$ cat config.mk
export PLATFORM = sky130hd
export DESIGN_NAME = multi_key_debounce_event_unit
export DESIGN_NICKNAME = d
export VERILOG_FILES = /design/src/hdl/mkd_pkg.sv /design/src/hdl/mkd_key.sv /design/src/hdl/multi_key_debounce_event_unit.sv
export VERILOG_INCLUDE_DIRS = /design/src /design/src/hdl
export SDC_FILE = /design/constraint.sdc
export NUM_CORES = 1
export LEC_CHECK = 0
export BUFFER_PORTS_ARGS = -buffer_cell sky130_fd_sc_hd__buf_4
export CORE_MARGIN = 4
export CORE_UTILIZATION = 57
export DETAILED_ROUTE_END_ITERATION = 7
export HOLD_SLACK_MARGIN = 0.03
export MAX_ROUTING_LAYER = met4
export PLACE_DENSITY = 0.89
export SETUP_SLACK_MARGIN = 0.4
export SLEW_MARGIN = 20
export SYNTH_ARGS = -nofsm -noshare
export SYNTH_HDL_FRONTEND = slang
export SYNTH_SLANG_ARGS = --single-unit
$ cat constraint.sdc
create_clock -name clk_i -period 4.8 [get_ports clk_i]
set_input_delay 0.96 -clock clk_i [delete_from_list [all_inputs] [get_ports clk_i]]
set_output_delay 0.96 -clock clk_i [all_outputs]
set_load 0.01 [all_outputs]
$ cat src/hdl/multi_key_debounce_event_unit_defines.svh
// ----------------------------------------------------------------------------
// Assertion macros for the multi-key debounce event unit
// Shared property forms, all clocked on clk_i and held off during reset.
// ----------------------------------------------------------------------------
`ifndef MULTI_KEY_DEBOUNCE_EVENT_UNIT_DEFINES_SVH
`define MULTI_KEY_DEBOUNCE_EVENT_UNIT_DEFINES_SVH

// Consequent must hold in the same cycle as the antecedent.
`define MKD_ASSERT_SAME(label, pre, post, msg) \
  label: assert property (@(posedge clk_i) disable iff (!rst_ni) (pre) |-> (post)) \
    else $error(msg);

// Consequent must hold in the cycle after the antecedent.
`define MKD_ASSERT_NEXT(label, pre, post, msg) \
  label: assert property (@(posedge clk_i) disable iff (!rst_ni) (pre) |=> (post)) \
    else $error(msg);

`endif

$ cat src/hdl/mkd_pkg.sv
// ----------------------------------------------------------------------------
// mkd_pkg
// Types and constants shared by the key debounce channel and the top level.
// ----------------------------------------------------------------------------
package mkd_pkg;

  // Geometry of the payload and the register port.
  localparam int unsigned PIN_W         = 4;
  localparam int unsigned COUNT_W       = 4;
  localparam int unsigned ADDR_W        = 3;
  localparam int unsigned DATA_W        = 32;
  localparam int unsigned KEY_COUNT_DEF = 4;

  localparam logic [COUNT_W-1:0] COUNT_MAX     = 4'd15;
  localparam logic [COUNT_W-1:0] CONFIRM_RESET = 4'd3;

  // Per-key debounce phase.
  typedef enum logic [1:0] {
    PH_RELEASED   = 2'd0,
    PH_PRESS_DB   = 2'd1,
    PH_PRESSED    = 2'd2,
    PH_RELEASE_DB = 2'd3
  } key_phase_e;

  // Operation carried by each input item.
  typedef enum logic [1:0] {
    ACT_SCAN      = 2'd0,
    ACT_SCAN_READ = 2'd1,
    ACT_READ      = 2'd2,
    ACT_NONE      = 2'd3
  } action_e;

  // Register index, taken from paddr[2].
  typedef enum logic {
    REG_SINGLE_SHOT   = 1'b0,
    REG_CONFIRM_COUNT = 1'b1
  } reg_idx_e;

  // Status of one key after the scan of the current item.
  typedef struct packed {
    logic pressed;
    logic pending;
  } key_status_t;

endpackage

$ cat src/hdl/mkd_key.sv
// ----------------------------------------------------------------------------
// mkd_key
// Debounce state machine, sample counter and pending press event of one key.
// ----------------------------------------------------------------------------
`include "multi_key_debounce_event_unit_defines.svh"

module mkd_key (
  input  logic                          clk_i,
  input  logic                          rst_ni,
  input  logic                          step_i,
  input  logic                          scan_i,
  input  logic                          level_i,
  input  logic [mkd_pkg::COUNT_W-1:0]   confirm_count_i,
  input  logic                          clear_i,
  output mkd_pkg::key_status_t          status_o
);

  mkd_pkg::key_phase_e           phase_q, phase_d;
  logic [mkd_pkg::COUNT_W-1:0]   count_q, count_d;
  logic [mkd_pkg::COUNT_W-1:0]   count_inc;
  logic                          pending_q;
  logic                          press_confirm;
  logic                          pending_scan;

  // Saturating increment of the sample counter.
  assign count_inc = (count_q == mkd_pkg::COUNT_MAX) ? count_q
                                                     : count_q + 1'b1;

  // Next phase and count for one scan tick; the level is active low.
  always_comb begin
    phase_d       = phase_q;
    count_d       = count_q;
    press_confirm = 1'b0;
    if (scan_i) begin
      unique case (phase_q)
        mkd_pkg::PH_RELEASED: begin
          if (!level_i) begin
            phase_d = mkd_pkg::PH_PRESS_DB;
            count_d = mkd_pkg::COUNT_W'(1);
          end
        end
        mkd_pkg::PH_PRESS_DB: begin
          if (!level_i) begin
            count_d = count_inc;
            if (count_inc >= confirm_count_i) begin
              phase_d       = mkd_pkg::PH_PRESSED;
              press_confirm = 1'b1;
            end
          end else begin
            phase_d = mkd_pkg::PH_RELEASED;
            count_d = '0;
          end
        end
        mkd_pkg::PH_PRESSED: begin
          if (level_i) begin
            phase_d = mkd_pkg::PH_RELEASE_DB;
            count_d = mkd_pkg::COUNT_W'(1);
          end
        end
        mkd_pkg::PH_RELEASE_DB: begin
          if (level_i) begin
            count_d = count_inc;
            if (count_inc >= confirm_count_i) begin
              phase_d = mkd_pkg::PH_RELEASED;
            end
          end else begin
            phase_d = mkd_pkg::PH_PRESSED;
            count_d = '0;
          end
        end
        default: begin
          phase_d = mkd_pkg::PH_RELEASED;
        end
      endcase
    end
  end

  // Status after the scan, seen by the event read in the same item.
  always_comb begin
    pending_scan     = pending_q | press_confirm;
    status_o.pressed = (phase_d == mkd_pkg::PH_PRESSED);
    status_o.pending = pending_scan;
  end

  // State advances once per item, as it leaves the input register.
  always_ff @(posedge clk_i or negedge rst_ni) begin
    if (!rst_ni) begin
      phase_q   <= mkd_pkg::PH_RELEASED;
      count_q   <= '0;
      pending_q <= 1'b0;
    end else if (step_i) begin
      phase_q   <= phase_d;
      count_q   <= count_d;
      pending_q <= pending_scan & ~clear_i;
    end
  end

  `MKD_ASSERT_SAME(a_db_count_nonzero,
    (phase_q == mkd_pkg::PH_PRESS_DB) || (phase_q == mkd_pkg::PH_RELEASE_DB),
    count_q != '0, "debounce phase entered with a zero sample count")

endmodule

$ cat src/hdl/multi_key_debounce_event_unit.sv
// ----------------------------------------------------------------------------
// multi_key_debounce_event_unit
// Path: an accepted item moves from the input register to the result register; it
// waits in the input register only while the result register awaits its own transfer.
// Throughput: one item per cycle while results are taken; all keys update in parallel in the same cycle.
// Reset: every key released with a zero count and no pending event,
// single_shot cleared and confirm_count set to three.
// Debounces active-low key pins, latches confirmed presses as events and
// reports the lowest pending event as a one-hot mask on a read.
// ----------------------------------------------------------------------------
`include "multi_key_debounce_event_unit_defines.svh"

module multi_key_debounce_event_unit #(
  parameter int unsigned KEY_COUNT = mkd_pkg::KEY_COUNT_DEF
) (
  input  logic                         clk_i,
  input  logic                         rst_ni,
  // Register port
  input  logic                         psel,
  input  logic                         penable,
  input  logic                         pwrite,
  input  logic [mkd_pkg::ADDR_W-1:0]   paddr,
  input  logic [mkd_pkg::DATA_W-1:0]   pwdata,
  output logic [mkd_pkg::DATA_W-1:0]   prdata,
  output logic                         pready,
  // Input channel
  input  logic                         in_valid_i,
  output logic                         in_ready_o,
  input  logic [1:0]                   action_i,
  input  logic [mkd_pkg::PIN_W-1:0]    pin_levels_i,
  // Result channel
  output logic                         out_valid_o,
  input  logic                         out_ready_i,
  output logic [mkd_pkg::PIN_W-1:0]    event_mask_o,
  output logic [mkd_pkg::PIN_W-1:0]    stable_pressed_o
);

  // Configuration registers.
  logic                          single_shot_q;
  logic [mkd_pkg::COUNT_W-1:0]   confirm_count_q;
  logic                          cfg_write;
  mkd_pkg::reg_idx_e             reg_idx;

  // Input register and result register.
  logic                          s1_valid_q;
  mkd_pkg::action_e              action_q;
  logic [mkd_pkg::PIN_W-1:0]     pins_q;
  logic                          s1_step;
  logic                          out_valid_q;
  logic [mkd_pkg::PIN_W-1:0]     mask_q, mask_d;
  logic [mkd_pkg::PIN_W-1:0]     stable_q, stable_d;

  // Key array signals.
  logic                          do_scan;
  logic                          do_read;
  mkd_pkg::key_status_t          status [KEY_COUNT];
  logic [KEY_COUNT-1:0]          cand;
  logic [KEY_COUNT-1:0]          grant;

  // --------------------------------------------------------------------------
  // Register port: writes land in the access phase, reads are combinational.
  // --------------------------------------------------------------------------
  assign pready    = 1'b1;
  assign cfg_write = psel & penable & pwrite & pready;
  assign reg_idx   = mkd_pkg::reg_idx_e'(paddr[2]);

  always_comb begin
    unique case (reg_idx)
      mkd_pkg::REG_SINGLE_SHOT:   prdata = {{(mkd_pkg::DATA_W-1){1'b0}}, single_shot_q};
      mkd_pkg::REG_CONFIRM_COUNT: prdata = {{(mkd_pkg::DATA_W-mkd_pkg::COUNT_W){1'b0}},
                                            confirm_count_q};
      default:                    prdata = '0;
    endcase
  end

  always_ff @(posedge clk_i or negedge rst_ni) begin
    if (!rst_ni) begin
      single_shot_q   <= 1'b0;
      confirm_count_q <= mkd_pkg::CONFIRM_RESET;
    end else if (cfg_write) begin
      unique case (reg_idx)
        mkd_pkg::REG_SINGLE_SHOT:   single_shot_q   <= pwdata[0];
        mkd_pkg::REG_CONFIRM_COUNT: confirm_count_q <= pwdata[mkd_pkg::COUNT_W-1:0];
        default: ;
      endcase
    end
  end

  // --------------------------------------------------------------------------
  // Handshake: the item in the input register moves on whenever the result
  // register is empty or its result is being transferred.
  // --------------------------------------------------------------------------
  assign s1_step    = s1_valid_q & (~out_valid_q | out_ready_i);
  assign in_ready_o = ~s1_valid_q | s1_step;

  always_ff @(posedge clk_i or negedge rst_ni) begin
    if (!rst_ni) begin
      s1_valid_q <= 1'b0;
    end else if (in_ready_o) begin
      s1_valid_q <= in_valid_i;
    end
  end

  always_ff @(posedge clk_i) begin
    if (in_valid_i && in_ready_o) begin
      action_q <= mkd_pkg::action_e'(action_i);
      pins_q   <= pin_levels_i;
    end
  end

  // Action decode.
  always_comb begin
    do_scan = 1'b0;
    do_read = 1'b0;
    unique case (action_q)
      mkd_pkg::ACT_SCAN:      do_scan = 1'b1;
      mkd_pkg::ACT_SCAN_READ: begin
        do_scan = 1'b1;
        do_read = 1'b1;
      end
      mkd_pkg::ACT_READ:      do_read = 1'b1;
      default: ;
    endcase
  end

  // --------------------------------------------------------------------------
  // One debounce channel per key; keys beyond the pin field read as released.
  // --------------------------------------------------------------------------
  for (genvar k = 0; k < KEY_COUNT; k++) begin : g_key
    logic level;
    if (k < mkd_pkg::PIN_W) begin : g_pin
      assign level = pins_q[k];
    end else begin : g_idle
      assign level = 1'b1;
    end

    mkd_key u_key (
      .clk_i           (clk_i),
      .rst_ni          (rst_ni),
      .step_i          (s1_step),
      .scan_i          (do_scan),
      .level_i         (level),
      .confirm_count_i (confirm_count_q),
      .clear_i         (grant[k]),
      .status_o        (status[k])
    );

    // In single-shot mode a key still held down is not reported.
    assign cand[k] = status[k].pending & (~single_shot_q | ~status[k].pressed);
  end

  // Lowest pending event wins: isolate the lowest set bit.
  assign grant = do_read ? (cand & (~cand + 1'b1)) : '0;

  // Result fields, limited to the keys that have a pin.
  for (genvar j = 0; j < mkd_pkg::PIN_W; j++) begin : g_out
    if (j < KEY_COUNT) begin : g_live
      assign mask_d[j]   = grant[j];
      assign stable_d[j] = status[j].pressed;
    end else begin : g_pad
      assign mask_d[j]   = 1'b0;
      assign stable_d[j] = 1'b0;
    end
  end

  // --------------------------------------------------------------------------
  // Result register.
  // --------------------------------------------------------------------------
  always_ff @(posedge clk_i or negedge rst_ni) begin
    if (!rst_ni) begin
      out_valid_q <= 1'b0;
    end else if (s1_step) begin
      out_valid_q <= 1'b1;
    end else if (out_ready_i) begin
      out_valid_q <= 1'b0;
    end
  end

  always_ff @(posedge clk_i) begin
    if (s1_step) begin
      mask_q   <= mask_d;
      stable_q <= stable_d;
    end
  end

  assign out_valid_o      = out_valid_q;
  assign event_mask_o     = mask_q;
  assign stable_pressed_o = stable_q;

  // --------------------------------------------------------------------------
  // Checks on the pipeline and the event selection.
  // --------------------------------------------------------------------------
  `MKD_ASSERT_SAME(a_stall_holds_item, out_valid_q && !out_ready_i, !s1_step,
    "item left the input register while the result was stalled")
  `MKD_ASSERT_NEXT(a_step_gives_result, s1_step, out_valid_o,
    "item left the input register without producing a result")
  `MKD_ASSERT_SAME(a_single_grant, s1_step, $onehot0(grant),
    "more than one key event granted by one read")
  `MKD_ASSERT_SAME(a_single_shot_held, s1_step && single_shot_q && (mask_d != '0),
    (mask_d & stable_d) == '0, "single-shot read reported a key still held down")

endmodule
==> qor.csv, run 1 <==
metric,value,unit
drcViolationCount,0,
mostFrequentLayoutCell,dfrtp_1,
cpMostUsedCell,ha_1,
fin_area,0.00346,mm²
clock_path_buffers,2,
grt_pass1_wl,10.8,mm
ioPinCount,91,
regArea,0.00130,mm²
coreArea,0.00551,mm²
synth_cell_types,57,
comb_power_share,42.3,%
ys_ff_latch,49,
cp.required,4.86,ns
layout-area-overhead-vs-synth,6.72,%
die_w,83.4,µm
timing.setup.tns,0,ns
gr-total-overflow,0,
grt_max_degree,36,
p_leak,1.52,nW
final_net_count,418,
dp_hpwl,4.89,mm
skew,0.00681,ns
worstMarginPinSlew,0.780,ns
critPathLaunchType,flop,
crit_arrival,3.01,ns
power.share.switching,40.0,%
setup_viol,0,
internal-power,958,µW
synthesis.area,0.00324,mm²
fin_ws,1.85,ns
min-delay-path-class,flop to flop,
synth_flop_cell,dfrtp_1,
ant_nets,0,
fin_crit_sh,61.4,%
layout_common_cells,"dfrtp_1, buf_4, conb_1",
fillers,471,
hold_violations,0,
portBuffers,31,
clock_sink_count,49,
wire_per_inst,15.5,µm
critPathMaxStageDelay,0.46,ns
hold_buffers,0,
power,1.60,mW
fin_crit,2.95,ns
wirelength,6.52,mm
h-tree-depth,2,
die-area,0.00695,mm²
rsz0062_at_grt,false,
grt_usage,19.6,%
route.vias.total,2457,
synth_seq_area_share,40.1,%
status,completed,
dr.pass1.iters,4,
start_util,58.8,%
post_cts_resized,0,
layout-drive-gt1-share,17.2,%
async_flop_share,71.4,%
critPathKind,flop to flop,
std_cell_rows,27,
grt_antenna_before_repair,0,
slew_viol_final,0,
n_antenna_cell,0,
dp_slack,1.87,ns
vias_per_cell,5.84,
multi_input_area,0.00170,mm²
drtIter0Drc,118,
cellPowerDensity,462,mW/mm²
path_cells,ha_1 -> nand3_1 -> mux2_2 -> ha_1 -> a2111oi_4 -> nor2_1 -> a311o_1 -> and4_1,
cts-root-buf,clkbuf_8,
post_cts_buffers,0,
clk_pin_slew,0.08,ns
synthCells,321,
power.switching,638,µW
power_frac_seq,43.1,%
postLayoutCoreUtil,62.8,%
ir_drop,0.000241,V
clkPwrFrac,14.6,%
avgSynthCellArea,10.1,µm²
slew_headroom,48.0,%
grt_pass1_vias,2420,
place_congestion,0.892,
crit_path_top_delay_cell,dfrtp_1,
worstPathMaxFanout,6,
cts_tree,built,
drv_cap,0,
cts_inserted_buffers,5,
fp.dieH,83.4,µm
worstSetupEndpointType,flop,
clk_latency,0.30,ns
synth-warning-count,0,
fmax,339,MHz
synth-edff-count,14,
place_area,0.00338,mm²
per-stage QoR:
step | instances | hold slack [ns]
floorplan | 348 | 0.463
global placement | 413 | 0.497
detailed placement | 413 | 0.496
CTS | 421 | 0.517
global route | 421 | 0.546
finish | 421 | 0.519
cells in the mapped netlist, types with 2 or more instances:
library cell | instances | area (µm²)
a211oi_1 | 3 | 22.5
a21boi_0 | 2 | 15.0
a21oi_1 | 13 | 65.1
a31oi_1 | 8 | 50.1
a32o_1 | 12 | 120
a41oi_1 | 2 | 17.5
and2_1 | 12 | 75.1
and2_4 | 2 | 17.5
and3_1 | 3 | 18.8
buf_2 | 2 | 10.0
buf_4 | 31 | 233
buf_6 | 2 | 22.5
clkbuf_1 | 2 | 7.51
conb_1 | 2 | 7.51
dfrtp_1 | 33 | 826
dfstp_2 | 2 | 52.6
edfxtp_1 | 14 | 420
ha_1 | 22 | 275
inv_1 | 16 | 60.1
mux2_2 | 10 | 113
mux2i_1 | 5 | 50.1
nand2_1 | 15 | 56.3
nand2b_1 | 6 | 37.5
nand3_1 | 10 | 50.1
nand4_1 | 2 | 12.5
nor2_1 | 26 | 97.6
nor3_1 | 6 | 30.0
nor4_2 | 2 | 25.0
o211ai_1 | 4 | 30.0
o21a_1 | 3 | 22.5
o21ai_0 | 4 | 20.0
o21ai_1 | 11 | 55.1
o22ai_1 | 2 | 12.5
o31ai_1 | 2 | 15.0
xnor2_1 | 8 | 70.1
worst max-delay path: cells and delay by family, from the launching register on:
family          cells  cell delay (ns)
compound gates      2             0.72
fa+ha+maj           2             0.58
flops               1             0.46
mux                 1             0.39
simple gates        3             0.55
worst paths after layout:
path	cells past startpoint	start	slack [ns]	to
worst min register to register	1	s1_valid_q	0.52	out_valid_o
worst min-delay path	1	s1_valid_q	0.52	out_valid_o
worst max-delay path	8	g_key[2].u_key.count_q[0]	1.85	event_mask_o[3]
max in group asynchronous	1	rst_ni	3.84	confirm_count_q[1]
min in group asynchronous	1	rst_ni	0.60	g_key[1].u_key.count_q[1]
worst max register to register	8	g_key[2].u_key.count_q[0]	1.85	event_mask_o[3]
final cells by class:
| type | count | area share (%) |
|---|---|---|
| clock inverters | 1 | 0.109 |
| multi-input cells | 245 | 49.0 |
| inverters | 16 | 1.74 |
| well taps | 72 | 2.61 |
| clock buffers | 7 | 2.21 |
| flip-flops and latches | 49 | 37.6 |
| repair buffers | 31 | 6.73 |
state kept, by name (all words and copies together) (netlist names), 2 cells and up:
| signal | flops |
|---|---|
| g_key.u_key.phase_q | 8 |
| g_key.u_key.pending_q | 4 |
| stable_pressed_o | 4 |
| confirm_count_q | 4 |
| event_mask_o | 4 |
| action_q | 2 |
| g_key.u_key.count_q | 16 |
| pins_q | 4 |
metal layers:
layer  GRT usage [%]  vias up  share of wire, %
met1            21.7     1192                40
met4            8.62        0               2.8
li1                -     1171                 -
met3            4.46       20               5.7
met5               -        -                 0
met2            33.6       74                52
power groups by stage:
stage          clock network (mW)  logic (mW)  registers (mW)
2_1_floorplan                   0       0.587           0.632
3_3_place_gp                    0       0.633           0.683
6_report                    0.233       0.676           0.687
4_1_cts                     0.240       0.676           0.684
5_1_grt                     0.256       0.762           0.702
3_5_place_dp                    0       0.675           0.691
cells by family (layout without fill, tap and decap cells):
kind of cell,Yosys count,count (layout),share of synthesized area [%]
adder cells (fa/ha/maj),22,22,8.50
buffers and inverters,54,55,10.7
XOR/XNOR,8,8,2.16
multiplexers,15,15,5.02
AO/OA/AOI/OAI,77,77,17.7
flip-flops,49,49,40.1
other,2,29,0.232
AND/OR/NAND/NOR,94,94,15.6
(Power assumes the default switching activity.)
==> run 2, diff against run 1 <==
--- a/config.mk
+++ b/config.mk
@@ -8,11 +8,11 @@
 export LEC_CHECK = 0
 export BUFFER_PORTS_ARGS = -buffer_cell sky130_fd_sc_hd__buf_4
 export CORE_MARGIN = 4
-export CORE_UTILIZATION = 57
+export CORE_UTILIZATION = 53
 export DETAILED_ROUTE_END_ITERATION = 7
 export HOLD_SLACK_MARGIN = 0.03
 export MAX_ROUTING_LAYER = met4
-export PLACE_DENSITY = 0.89
+export PLACE_DENSITY = 0.84
 export SETUP_SLACK_MARGIN = 0.4
 export SLEW_MARGIN = 20
 export SYNTH_ARGS = -nofsm -noshare
==> constraint.sdc (replaced) <==
create_clock -name clk_i -period 2.8 [get_ports clk_i]
set_input_delay 0.56 -clock clk_i [delete_from_list [all_inputs] [get_ports clk_i]]
set_output_delay 0.56 -clock clk_i [all_outputs]
set_load 0.01 [all_outputs]
==> qor.csv, run 2 (same netlist as run 1, synthesis figures left out) <==
metric,value,unit,change
critPathKind,flop to flop,,unchanged
std_cell_rows,28,,was 27
die_w,86.2,µm,was 83.4 µm
final_net_count,432,,was 418
min-delay-path-class,primary input to async pin,,was flop to flop
setup_viol,0,,unchanged
worstSetupEndpointType,flop,,unchanged
timing.setup.tns,0,ns,unchanged
cts_tree,built,,unchanged
portBuffers,31,,unchanged
skew,0.0109,ns,was 0.00681 ns
cp.required,3.04,ns,was 4.86 ns
dp_hpwl,4.82,mm,was 4.89 mm
ir_drop,0.000406,V,was 0.000241 V
cellPowerDensity,810,mW/mm²,was 462 mW/mm²
grt_usage,19.7,%,was 19.6%
critPathLaunchType,flop,,unchanged
slew_viol_final,0,,unchanged
clock_sink_count,49,,unchanged
power,3.05,mW,was 1.60 mW
layout_common_cells,"buf_4, dfrtp_1, conb_1",,"was dfrtp_1, buf_4, conb_1"
die-area,0.00743,mm²,was 0.00695 mm²
largest_register,g_key.u_key.count_q,,unchanged
grt_pass1_wl,11.3,mm,was 10.8 mm
h-tree-depth,2,,unchanged
place_congestion,0.870,,was 0.892
power_frac_seq,38.2,%,was 43.1%
reg_top3,"g_key.u_key.count_q x16, g_key.u_key.phase_q x8",,unchanged
dr.pass1.iters,5,,was 4
clk_latency,0.31,ns,was 0.30 ns
grt_pass1_vias,2543,,was 2420
place_area,0.00346,mm²,was 0.00338 mm²
dp_slack,0.127,ns,was 1.87 ns
layout-drive-gt1-share,27.0,%,was 17.2%
drv_cap,0,,unchanged
drtIter0Drc,136,,was 118
ioPinCount,91,,unchanged
clock_path_buffers,2,,unchanged
hold_buffers,0,,unchanged
worstMarginPinSlew,0.615,ns,was 0.780 ns
final_cells,438,,was 421
clk_pin_slew,0.09,ns,was 0.08 ns
fin_ws,0.199,ns,was 1.85 ns
worstPathMaxFanout,5,,was 6
slew_headroom,59.0,%,was 48.0%
fin_area,0.00376,mm²,was 0.00346 mm²
fmax,384,MHz,was 339 MHz
largest_reg_flops,16,,unchanged
grt_antenna_before_repair,0,,unchanged
rsz0062_at_grt,true,,was false
fin_crit,2.60,ns,was 2.95 ns
n_antenna_cell,0,,unchanged
grt_max_degree,36,,unchanged
fp.dieH,86.2,µm,was 83.4 µm
power.switching,1.21,mW,was 638 µW
drcViolationCount,0,,unchanged
fin_crit_sh,92.9,%,was 61.4%
rr_worst_depth,10,,was 8
gr-total-overflow,0,,unchanged
p_leak,1.63,nW,was 1.52 nW
route.vias.total,2524,,was 2457
status,completed,,unchanged
vias_per_cell,5.76,,was 5.84
r2r_setup_slack,0.20,ns,was 1.85 ns
place_inst,417,,was 413
wirelength,6.96,mm,was 6.52 mm
timing.hold.ws,0.197,ns,was 0.519 ns
ant_nets,0,,unchanged
clkPwrFrac,13.4,%,was 14.6%
internal-power,1.83,mW,was 958 µW
crit_arrival,2.84,ns,was 3.01 ns
hold_violations,0,,unchanged
layout-area-overhead-vs-synth,16.2,%,was 6.72%
start_util,54.7,%,was 58.8%
comb_power_share,48.3,%,was 42.3%
cts_inserted_buffers,5,,unchanged
wire_per_inst,15.9,µm,was 15.5 µm
mostFrequentLayoutCell,buf_4,,was dfrtp_1
cts-root-buf,clkbuf_8,,unchanged
power.share.switching,39.8,%,was 40.0%
coreArea,0.00592,mm²,was 0.00551 mm²
postLayoutCoreUtil,63.6,%,was 62.8%
==> run 2: cell types whose count changed in the layout (fill, tap and decap cells not counted), sizes merged <==
cell | before | now
buf | 31 | 45
clkbuf | 7 | 8
clkinv | 1 | 0
==> run 2: worst max-delay path: stages (launching register included) <==
cell      delay (ns)
dfrtp_1         0.42
ha_4            0.19
nand3_4         0.07
mux2_4          0.32
ha_4            0.21
o211ai_1        0.25
o211ai_1        0.20
a311oi_4        0.46
buf_4           0.20
nor4_4          0.04
a21oi_1         0.15
==> run 2: power by group through the flow <==
stage / clock, mW / combinational (mW) / sequential, mW
after floorplan: 0 / 1.09 / 1.08
after global placement: 0 / 1.18 / 1.18
after detailed placement: 0 / 1.24 / 1.19
after CTS: 0.413 / 1.38 / 1.15
after global routing: 0.444 / 1.64 / 1.19
final: 0.409 / 1.47 / 1.17
==> run 2: repair_timing <==
| action | in CTS | in global routing |
|---|---|---|
| gates resized for setup | 12 | 12 |
| buffers inserted | 11 | 2 |
| setup endpoints to repair | 11 | 13 |
| pin swaps | 16 | 8 |
==> run 2: final timing paths <==
path | from | to
max | g_key[0].u_key.count_q[0] | g_key[2].u_key.pending_q
min | rst_ni | g_key[3].u_key.count_q[3]
max reg2reg | g_key[0].u_key.count_q[0] | g_key[2].u_key.pending_q
min reg2reg | s1_valid_q | out_valid_o
max in group asynchronous | rst_ni | confirm_count_q[1]
min in group clk_i | pin_levels_i[1] | pins_q[1]
==> run 2: routing by layer <==
layer / up-vias / share of wire (%) / GRT usage, %
met2: 105 / 49 / 32.4
met4: 0 / 2.0 / 7.37
li1: 1202 / - / -
met3: 17 / 6.1 / 3.90
met1: 1200 / 43 / 24.0
met5: - / 0 / -
==> run 2: final cells by class <==
| type | instances | area, µm² |
|---|---|---|
| clock buffer | 8 | 80.1 |
| timing repair buffer | 45 | 338 |
| inverter | 16 | 60.1 |
| tap | 75 | 93.8 |
| fill | 476 | 2160 |
| sequential | 49 | 1300 |
| multi-input combinational | 245 | 1890 |
